**config.mk**
```make
export PLATFORM = sky130hd
export DESIGN_NAME = hamming_31_26_stream_decoder_top
export DESIGN_NICKNAME = d
export VERILOG_FILES = /design/src/hdl/hsd_pkg.sv /design/src/hdl/hamming_31_26_stream_decoder_top.sv
export SDC_FILE = /design/constraint.sdc
export NUM_CORES = 1
export LEC_CHECK = 0
export ABC_CLOCK_PERIOD_IN_PS = 15400
export BUFFER_PORTS_ARGS = -buffer_cell sky130_fd_sc_hd__buf_2
export CAP_MARGIN = 20
export CORE_UTILIZATION = 65
export DETAILED_ROUTE_END_ITERATION = 8
export GPL_TIMING_DRIVEN = 0
export PLACE_DENSITY = 0.9
export SLEW_MARGIN = 20
export SYNTH_ARGS = -nofsm -noshare
export SYNTH_HDL_FRONTEND = slang
export SYNTH_SLANG_ARGS = --single-unit
```
**constraint.sdc**
```tcl
create_clock -name clk -period 15.4 [get_ports clk]
set_input_delay 2.31 -clock clk [delete_from_list [all_inputs] [get_ports clk]]
set_output_delay 2.31 -clock clk [all_outputs]
set_load 0.05 [all_outputs]
```
**src/hdl/hsd_pkg.sv**
```systemverilog
// Shared constants and decode functions for the Hamming (31,26) stream decoder.
// Depends on nothing; imported by hamming_31_26_stream_decoder_top.
package hsd_pkg;

    localparam int CW_BITS    = 31;
    localparam int DATA_BITS  = 26;
    localparam int SYN_BITS   = 5;
    localparam int COUNT_BITS = 24;
    localparam logic [COUNT_BITS-1:0] COUNT_MAX = '1;

    // XOR of every codeword position (1..31) that holds a one
    function automatic logic [SYN_BITS-1:0] cw_syndrome(input logic [CW_BITS-1:0] cw);
        logic [SYN_BITS-1:0] syn;
        syn = '0;
        for (int p = 1; p <= CW_BITS; p++) begin
            if (cw[CW_BITS-p])
                syn = syn ^ SYN_BITS'(p);
        end
        return syn;
    endfunction

    // Drop the parity positions 1, 2, 4, 8 and 16; keep data in position order
    function automatic logic [DATA_BITS-1:0] cw_data(input logic [CW_BITS-1:0] cw);
        logic [DATA_BITS-1:0] d;
        int k;
        d = '0;
        k = 0;
        for (int p = 1; p <= CW_BITS; p++) begin
            if ((p & (p - 1)) != 0) begin
                d[DATA_BITS-1-k] = cw[CW_BITS-p];
                k = k + 1;
            end
        end
        return d;
    endfunction

endpackage

```
**src/hdl/hamming_31_26_stream_decoder_top.sv**
```systemverilog
// Hamming (31,26) stream decoder: byte input, codeword assembly, correction,
// byte packing and per-message count report. Depends on hsd_pkg.
//
// Usage:
//   Input channel (in_valid/in_ready) carries one encoded byte per transaction,
//   MSB first, with end_of_message set on the last byte of a message.
//   Output channel (out_valid/out_ready) carries decoded bytes (byte_valid=1)
//   and, after the last byte of a message, one count report (byte_valid=0,
//   out_byte=0). last_result marks the final result caused by an input byte.
//   corrected_count is the saturating number of corrected codewords so far.
// Path: an input byte is registered in the input stage, then decoded in one pass
//   into a batch register that drives out_valid.
// Throughput: one input byte per cycle unless the input stage waits (below). The
//   batch register emits one result per cycle while out_ready is high. Bytes
//   that complete nothing pass a pending batch; a byte that completes a
//   codeword or ends a message waits in the input stage until the last result
//   of the previous batch is accepted.
// Reset: clears all codeword, packer and count state and empties both stages.
// Stall: while out_ready is low the batch holds; once a byte that needs the
//   batch reaches the input stage, in_ready drops until the batch drains.
module hamming_31_26_stream_decoder_top
    import hsd_pkg::*;
(
    input  logic                  clk,
    input  logic                  rst_n,
    input  logic                  in_valid,
    output logic                  in_ready,
    input  logic [7:0]            data_byte,
    input  logic                  end_of_message,
    output logic                  out_valid,
    input  logic                  out_ready,
    output logic [7:0]            out_byte,
    output logic                  byte_valid,
    output logic [COUNT_BITS-1:0] corrected_count,
    output logic                  last_result
);

    // input stage
    logic       a_valid_reg;
    logic [7:0] a_byte_reg;
    logic       a_eom_reg;

    // decode state
    logic [CW_BITS-1:0]    cw_reg, cw_next;
    logic [4:0]            fill_reg, fill_next;
    logic [6:0]            pk_reg, pk_next;
    logic [2:0]            pk_fill_reg, pk_fill_next;
    logic [COUNT_BITS-1:0] tally_reg, tally_next;

    // result batch
    logic                  b_valid_reg;
    logic [7:0]            b_bytes_reg [4];
    logic [2:0]            b_num_reg;
    logic [2:0]            b_last_reg;
    logic [2:0]            b_pos_reg;
    logic [COUNT_BITS-1:0] b_tally_reg;

    logic                  b_free;
    logic                  a_adv;
    logic                  b_load;
    logic                  complete;
    logic [38:0]           ext;
    logic [2:0]            shamt;
    logic [CW_BITS-1:0]    full_cw;
    logic [CW_BITS-1:0]    fixed_cw;
    logic [SYN_BITS-1:0]   syn;
    logic [4:0]            flip_pos;
    logic [5:0]            total_bits;
    logic [32:0]           pack;
    logic [32:0]           aligned;
    logic [2:0]            num_data;
    logic [COUNT_BITS-1:0] tally_upd;

    // handshake: only bytes that load the batch wait for it
    assign b_free   = !b_valid_reg || (out_ready && (b_pos_reg == b_last_reg));
    assign a_adv    = a_valid_reg && (b_free || !(complete || a_eom_reg));
    assign in_ready = !a_valid_reg || a_adv;

    // assemble codeword from held bits and the new byte
    assign ext      = {cw_reg, a_byte_reg};
    assign complete = (fill_reg >= 5'd23);
    assign shamt    = 3'(fill_reg - 5'd23);
    assign full_cw  = CW_BITS'(ext >> shamt);

    // syndrome and single-bit correction
    assign syn      = cw_syndrome(full_cw);
    assign flip_pos = 5'(CW_BITS) - syn;
    assign fixed_cw = (syn != '0) ? (full_cw ^ (CW_BITS'(1) << flip_pos)) : full_cw;
    assign tally_upd = ((syn != '0) && (tally_reg != COUNT_MAX)) ? tally_reg + 1'b1
                                                                  : tally_reg;

    // pack leftover bits with the new data bits, left-align to cut bytes
    assign pack       = {pk_reg, cw_data(fixed_cw)};
    assign total_bits = {3'b000, pk_fill_reg} + 6'(DATA_BITS);
    assign aligned    = pack << (6'd33 - total_bits);
    assign num_data   = complete ? total_bits[5:3] : 3'd0;
    assign b_load     = a_adv && (complete || a_eom_reg);

    // next decode state
    always_comb
    begin
        cw_next      = ext[CW_BITS-1:0];
        fill_next    = fill_reg + 5'd8;
        pk_next      = pk_reg;
        pk_fill_next = pk_fill_reg;
        tally_next   = tally_reg;
        if (complete)
        begin
            cw_next      = CW_BITS'(a_byte_reg & ((8'd1 << shamt) - 8'd1));
            fill_next    = {2'b00, shamt};
            pk_next      = pack[6:0];
            pk_fill_next = total_bits[2:0];
            tally_next   = tally_upd;
        end
    end

    // input register
    always_ff @(posedge clk or negedge rst_n)
    begin
        if (!rst_n)
        begin
            a_valid_reg <= 1'b0;
        end
        else if (in_ready)
        begin
            a_valid_reg <= in_valid;
        end
    end

    always_ff @(posedge clk)
    begin
        if (in_ready && in_valid)
        begin
            a_byte_reg <= data_byte;
            a_eom_reg  <= end_of_message;
        end
    end

    // advance decode state; clear it at end of message
    always_ff @(posedge clk or negedge rst_n)
    begin
        if (!rst_n)
        begin
            cw_reg      <= '0;
            fill_reg    <= '0;
            pk_reg      <= '0;
            pk_fill_reg <= '0;
            tally_reg   <= '0;
        end
        else if (a_adv)
        begin
            if (a_eom_reg)
            begin
                cw_reg      <= '0;
                fill_reg    <= '0;
                pk_reg      <= '0;
                pk_fill_reg <= '0;
                tally_reg   <= '0;
            end
            else
            begin
                cw_reg      <= cw_next;
                fill_reg    <= fill_next;
                pk_reg      <= pk_next;
                pk_fill_reg <= pk_fill_next;
                tally_reg   <= tally_next;
            end
        end
    end

    // batch control: load, step through results, drop when drained
    always_ff @(posedge clk or negedge rst_n)
    begin
        if (!rst_n)
        begin
            b_valid_reg <= 1'b0;
            b_pos_reg   <= '0;
            b_num_reg   <= '0;
            b_last_reg  <= '0;
        end
        else if (b_load)
        begin
            b_valid_reg <= 1'b1;
            b_pos_reg   <= '0;
            b_num_reg   <= num_data;
            b_last_reg  <= a_eom_reg ? num_data : (num_data - 3'd1);
        end
        else if (b_free)
        begin
            b_valid_reg <= 1'b0;
        end
        else if (out_ready)
        begin
            b_pos_reg <= b_pos_reg + 3'd1;
        end
    end

    // batch payload
    always_ff @(posedge clk)
    begin
        if (b_load)
        begin
            for (int k = 0; k < 4; k++)
            begin
                b_bytes_reg[k] <= aligned[32-8*k -: 8];
            end
            b_tally_reg <= complete ? tally_upd : tally_reg;
        end
    end

    // result outputs
    assign out_valid       = b_valid_reg;
    assign byte_valid      = (b_pos_reg < b_num_reg);
    assign out_byte        = byte_valid ? b_bytes_reg[b_pos_reg[1:0]] : 8'd0;
    assign corrected_count = b_tally_reg;
    assign last_result     = (b_pos_reg == b_last_reg);

`ifndef SYNTHESIS
    // a count report always closes the results of its input byte
    assert property (@(posedge clk) disable iff (!rst_n)
        (out_valid && !byte_valid) |-> last_result)
        else $error("count report is not the last result");

    // the count stays fixed across the results of one batch
    assert property (@(posedge clk) disable iff (!rst_n)
        (out_valid && out_ready && !last_result) |=> $stable(corrected_count))
        else $error("corrected_count changed inside a batch");

    // the batch is never reloaded while it still has results
    assert property (@(posedge clk) disable iff (!rst_n)
        (out_valid && !last_result) |-> !b_load)
        else $error("batch reloaded while results are pending");

    // a batch never holds more than four data bytes
    assert property (@(posedge clk) disable iff (!rst_n)
        out_valid |-> (b_num_reg <= 3'd4) && (b_pos_reg <= b_last_reg))
        else $error("batch index out of range");
`endif

endmodule

```
; After elaboration in Yosys (flattened, before gate mapping)
; Memories as Yosys holds them, arrays and structs flattened.
; Cells that the tools add are included.
[classes]
addsub = 9
n_lt_le_gt_ge = 2
n_eq_ne = 3
n_shift = 4
mux = 53
n_bitwise = 32
reduce_logical = 18
[op_table]
columns = operator, n
row1 = $mux W5, 18
row2 = $mux W24, 3
row3 = $mux W31, 2
row4 = $shr A39 B3 Y31, 1
row5 = $mux W3, 11
row6 = $shl A33 B6 Y33, 1
row7 = $mux W4, 8
row8 = $and A8 B31 Y31, 1
row9 = $shl A1 B3 Y31 const A, 1
row10 = $sub A31 B1 Y31 const B, 1
row11 = $not A3 Y3, 10
row12 = $mux W29, 1
row13 = $shl A1 B5 Y29 const A, 1
row14 = $xor A29 B29 Y29, 1
row15 = $add A24 B1 Y24 const B, 1
row16 = $ne A24 B24 Y1 const B, 1
row17 = $not A2 Y2, 10
row18 = $not A4 Y4, 5
row19 = $mux W7, 2
row20 = $mux W8, 1
row21 = $add A3 B5 Y6 const B, 1
row22 = $reduce_bool A2 Y1, 3
row23 = $sub A6 B6 Y6 const A, 1
row24 = $add A5 B4 Y5 const B, 1
row25 = 17 further kinds, 35
[totals]
reg_bits = 114
ram_bits = 32
n_memories = 1
[memory_table]
columns = name, words, word_bits, rd, rd_ports_with_merged_regs, wr, line
row1 = b_bytes_reg, 4, 8, 1, 0, 4, hamming_31_26_stream_decoder_top.sv:52  ; logic [7:0] b_bytes_reg [4];

; Longest topological paths before layout
[logic_depth]
ltp_word = 65
mapped_depth = 23

; Worst setup path after synthesis
; Ideal clock, no wire load.
[synth_path]
kind = input to output
from = in out_ready
to = out in_ready
arrival_time_ns = 3.261
setup_slack_ns = 9.829
cell_stages = 4
n_path_buf = 0
path_cell_list = a21boi_0 -> o21ai_0 -> inv_1 -> nand2_1
[synth_via]
elab_chain_cells = 5
[synth_rtl]
columns = element, line
row1 = start: declaration, hamming_31_26_stream_decoder_top.sv:31  ; input logic out_ready,
row2 = $logic_and A1 B1 Y1, hamming_31_26_stream_decoder_top.sv:75  ; assign b_free = !b_valid_reg || (out_ready && (b_pos_reg == b_last_reg));
row3 = $logic_or A1 B1 Y1, hamming_31_26_stream_decoder_top.sv:75
row4 = $logic_or A1 B1 Y1, hamming_31_26_stream_decoder_top.sv:76  ; assign a_adv = a_valid_reg && (b_free || !(complete || a_eom_reg));
row5 = $logic_and A1 B1 Y1, hamming_31_26_stream_decoder_top.sv:76
row6 = $logic_or A1 B1 Y1, hamming_31_26_stream_decoder_top.sv:77  ; assign in_ready = !a_valid_reg || a_adv;
row7 = end: declaration, hamming_31_26_stream_decoder_top.sv:27  ; output logic in_ready,
; Every way passes these cells.

; Final worst setup path
; Ends and elaborated chain as after synthesis.

==> impl_metrics.env <==
export IMPL_slowest_stage="o21ai_0"
export IMPL_core_area_um2=15900
export IMPL_worstReg2RegStart="fill_reg[0]"
export IMPL_maxCapViolations=0
export IMPL_yosysTopAreaCell="edfxtp_1"
export IMPL_cts_max_path_buffers=2
export IMPL_avgRoutedWirePerCell_um=22.1
export IMPL_end_kind="output pin"
export IMPL_chipHeight_um=130
export IMPL_min_from="cw_reg[29]"
export IMPL_drc=0
export IMPL_synthArstFlopShare=0.542
export IMPL_worstMarginPinSlew_ps=947
export IMPL_finalHoldViolCount=0
export IMPL_finalSetupViolations=0
export IMPL_dr_first_iter_drc_count=1243
export IMPL_slowest_delay_ps=470
export IMPL_ys_seq_area_frac=0.366
export IMPL_viasPerCell=6.86
export IMPL_crit_required_ps=13090
export IMPL_cts_buffers=17
export IMPL_cts_clk_slew_worst_paths_ps=60
export IMPL_cp_start_kind="primary input"
export IMPL_start_util=0.667
export IMPL_hp_class="flop to flop"
export IMPL_status="complete, no violations"
export IMPL_gp_congestion=0.960
export IMPL_dieArea_um2=16800
export IMPL_grt_max_degree=57
export IMPL_cts_sink_count=142
export IMPL_cts_resized=0
export IMPL_cts_tree="yes"
export IMPL_root_buffer="clkbuf_16"
export IMPL_grt_usage=0.347
export IMPL_num_rows=46
export IMPL_yosys_area_top_type_share=0.184
export IMPL_ff2ff_path_depth=22
export IMPL_cts_hold_buf=0
export IMPL_grt_pass1_vias=8214
export IMPL_path_cells="buf_2 > a21boi_0 > o21ai_0 > inv_1 > nand2_1 > buf_2"
export IMPL_maxSlewViolCount=0
export IMPL_h_tree_depth=4
export IMPL_antenna_cells=0
export IMPL_fin_area_um2=11800
export IMPL_ys_warn_count=0
export IMPL_fin_crit_sh=0.403
export IMPL_clock_skew_ps=13.1
export IMPL_setup_tns_final_ps=0
export IMPL_path_class="primary input to output pin"
export IMPL_dp_hpwl_um=19900
export IMPL_io_buffers=48
export IMPL_drive_gt1_frac=0.183
export IMPL_wirelength_um=28100
export IMPL_rr_endpoint="b_bytes_reg[3][7]"
export IMPL_holdPathStages=1
export IMPL_largest_reg_flops=32
export IMPL_worst_skew_pair_late_latency_ps=440
export IMPL_rsz0062_at_grt="false"
export IMPL_cts_setup_buffers=0
export IMPL_syn_area_um2=10600
export IMPL_num_vias=8729
export IMPL_ios=49
export IMPL_area_delta_synth_final_pct=11.1
export IMPL_syn_num_nets=1006
export IMPL_grt_pass1_wl_um=43800
export IMPL_ant_nets=0
export IMPL_grt_overflow=0
export IMPL_crit_top_cell="buf_2"
export IMPL_cp_num_buf_inv=3
export IMPL_min_period_ps=6200
export IMPL_ys_top_cells_by_area="edfxtp_1, dfrtp_1, mux4_2"
export IMPL_max_freq_mhz=161
export IMPL_ys_types=81
export IMPL_cp_top_family="compound AO/OA/AOI/OAI gates"
export IMPL_first_pass_iters=6
export IMPL_fin_nets=1075
export IMPL_ys_ff_latch=142
export IMPL_die_w_um=130
export IMPL_avgSynthCellArea_um2=10.9
export IMPL_antenna_found_initial=0
export IMPL_critPathMaxFanout=5
export IMPL_synthCells=975
export IMPL_ff2ff_setup_slack_ps=9570
export IMPL_postPlaceCellArea_um2=11200
export IMPL_holdPathEnd="cw_reg[29]"
export IMPL_arrival_ps=3890
export IMPL_synth_flop_cell="dfrtp_1"
export IMPL_max_slew_margin=0.359
export IMPL_synth_edf_count=65
-- placed cells by master (no fill, tap or decap), types with 8 or more instances in the layout --
cell type	count
mux2i_1	71
a22o_1	28
and2_1	12
nand4_1	10
ha_1	18
clkbuf_1	37
nor2_1	48
o21ai_0	39
a21oi_1	37
o211ai_1	10
nor3_1	21
xor2_1	43
and3_1	9
dfrtp_1	77
buf_2	55
nor2b_1	14
a22oi_1	9
inv_1	17
clkbuf_16	18
buf_6	8
a221o_1	8
nand3_1	24
mux4_2	47
nand2_1	96
xnor2_1	74
nand2b_1	10
or3_1	9
edfxtp_1	65
-- layer usage --
metal  part of all wire  track usage  vias to the layer above
met5                  0            0                        -
met4              0.037        0.164                        0
met3               0.10       0.0685                      106
met2               0.47        0.554                      654
met1               0.39        0.459                     4206
li1                   -            -                     3763
-- synthesized netlist by cell type (21+ instances only) --
library cell / count
nand2_1: 96
dfrtp_1: 77
xnor2_1: 74
mux2i_1: 71
edfxtp_1: 65
nor2_1: 48
mux4_2: 47
xor2_1: 43
o21ai_0: 39
a21oi_1: 37
clkbuf_1: 37
a22o_1: 28
nand3_1: 24
nor3_1: 21
-- final cells by class --
type | count | area (µm²)
Clock inverter | 14 | 159
Multi-Input combinational cell | 742 | 6210
Sequential cell | 142 | 3880
Buffer | 72 | 432
Timing Repair Buffer | 50 | 290
Fill cell | 1061 | 4120
Tap cell | 216 | 270
Clock buffer | 18 | 450
Inverter | 19 | 72.6
-- worst max-delay path by stage --
stage          slack, ps      start                 to  depth (start not counted)
6_report            9200  out_ready           in_ready                          6
5_1_grt             9100  out_ready           in_ready                          6
4_1_cts             9260  out_ready           in_ready                          6
3_5_place_dp        9300  out_ready           in_ready                          6
3_3_place_gp        8810  out_ready  b_bytes_reg[3][1]                          7
2_1_floorplan       9830  out_ready           in_ready                          4
-- worst reg2reg max path: stages, from the launching register on --
cell	delay (ps)
dfrtp_1	440
buf_4	250
buf_6	210
buf_6	180
inv_1	90
buf_2	210
ha_1	320
buf_6	140
buf_8	170
buf_8	180
buf_12	160
buf_12	160
mux2i_1	320
mux2i_1	110
mux2i_1	340
a21oi_1	110
nor3_1	450
o22ai_1	280
a211oi_2	440
nor2_2	100
or2_1	230
xor2_1	180
mux4_2	500
-- through the flow --
step	utilization	hold WS (ps)	cells	worst slack (ps)
after floorplan	-	454	975	9830
after global placement	0.699	470	1239	8810
after detailed placement	0.702	482	1241	9300
after CTS	0.741	513	1273	9260
after global routing	0.741	544	1273	9100
final	0.741	516	1273	9200
-- kinds of logic (layout without fill, tap and decap cells) --
group	after synthesis	count (layout)	share of synthesized area
simple gates	276	276	0.130
buf+inv	91	173	0.0475
xor+xnor	130	130	0.123
mux	130	130	0.189
fa+ha+maj	18	18	0.0213
flops	142	142	0.366
compound gates	188	188	0.124
Power is not shown: default switching activity piles up to over one toggle a cycle in this logic, so the estimate is an artifact.
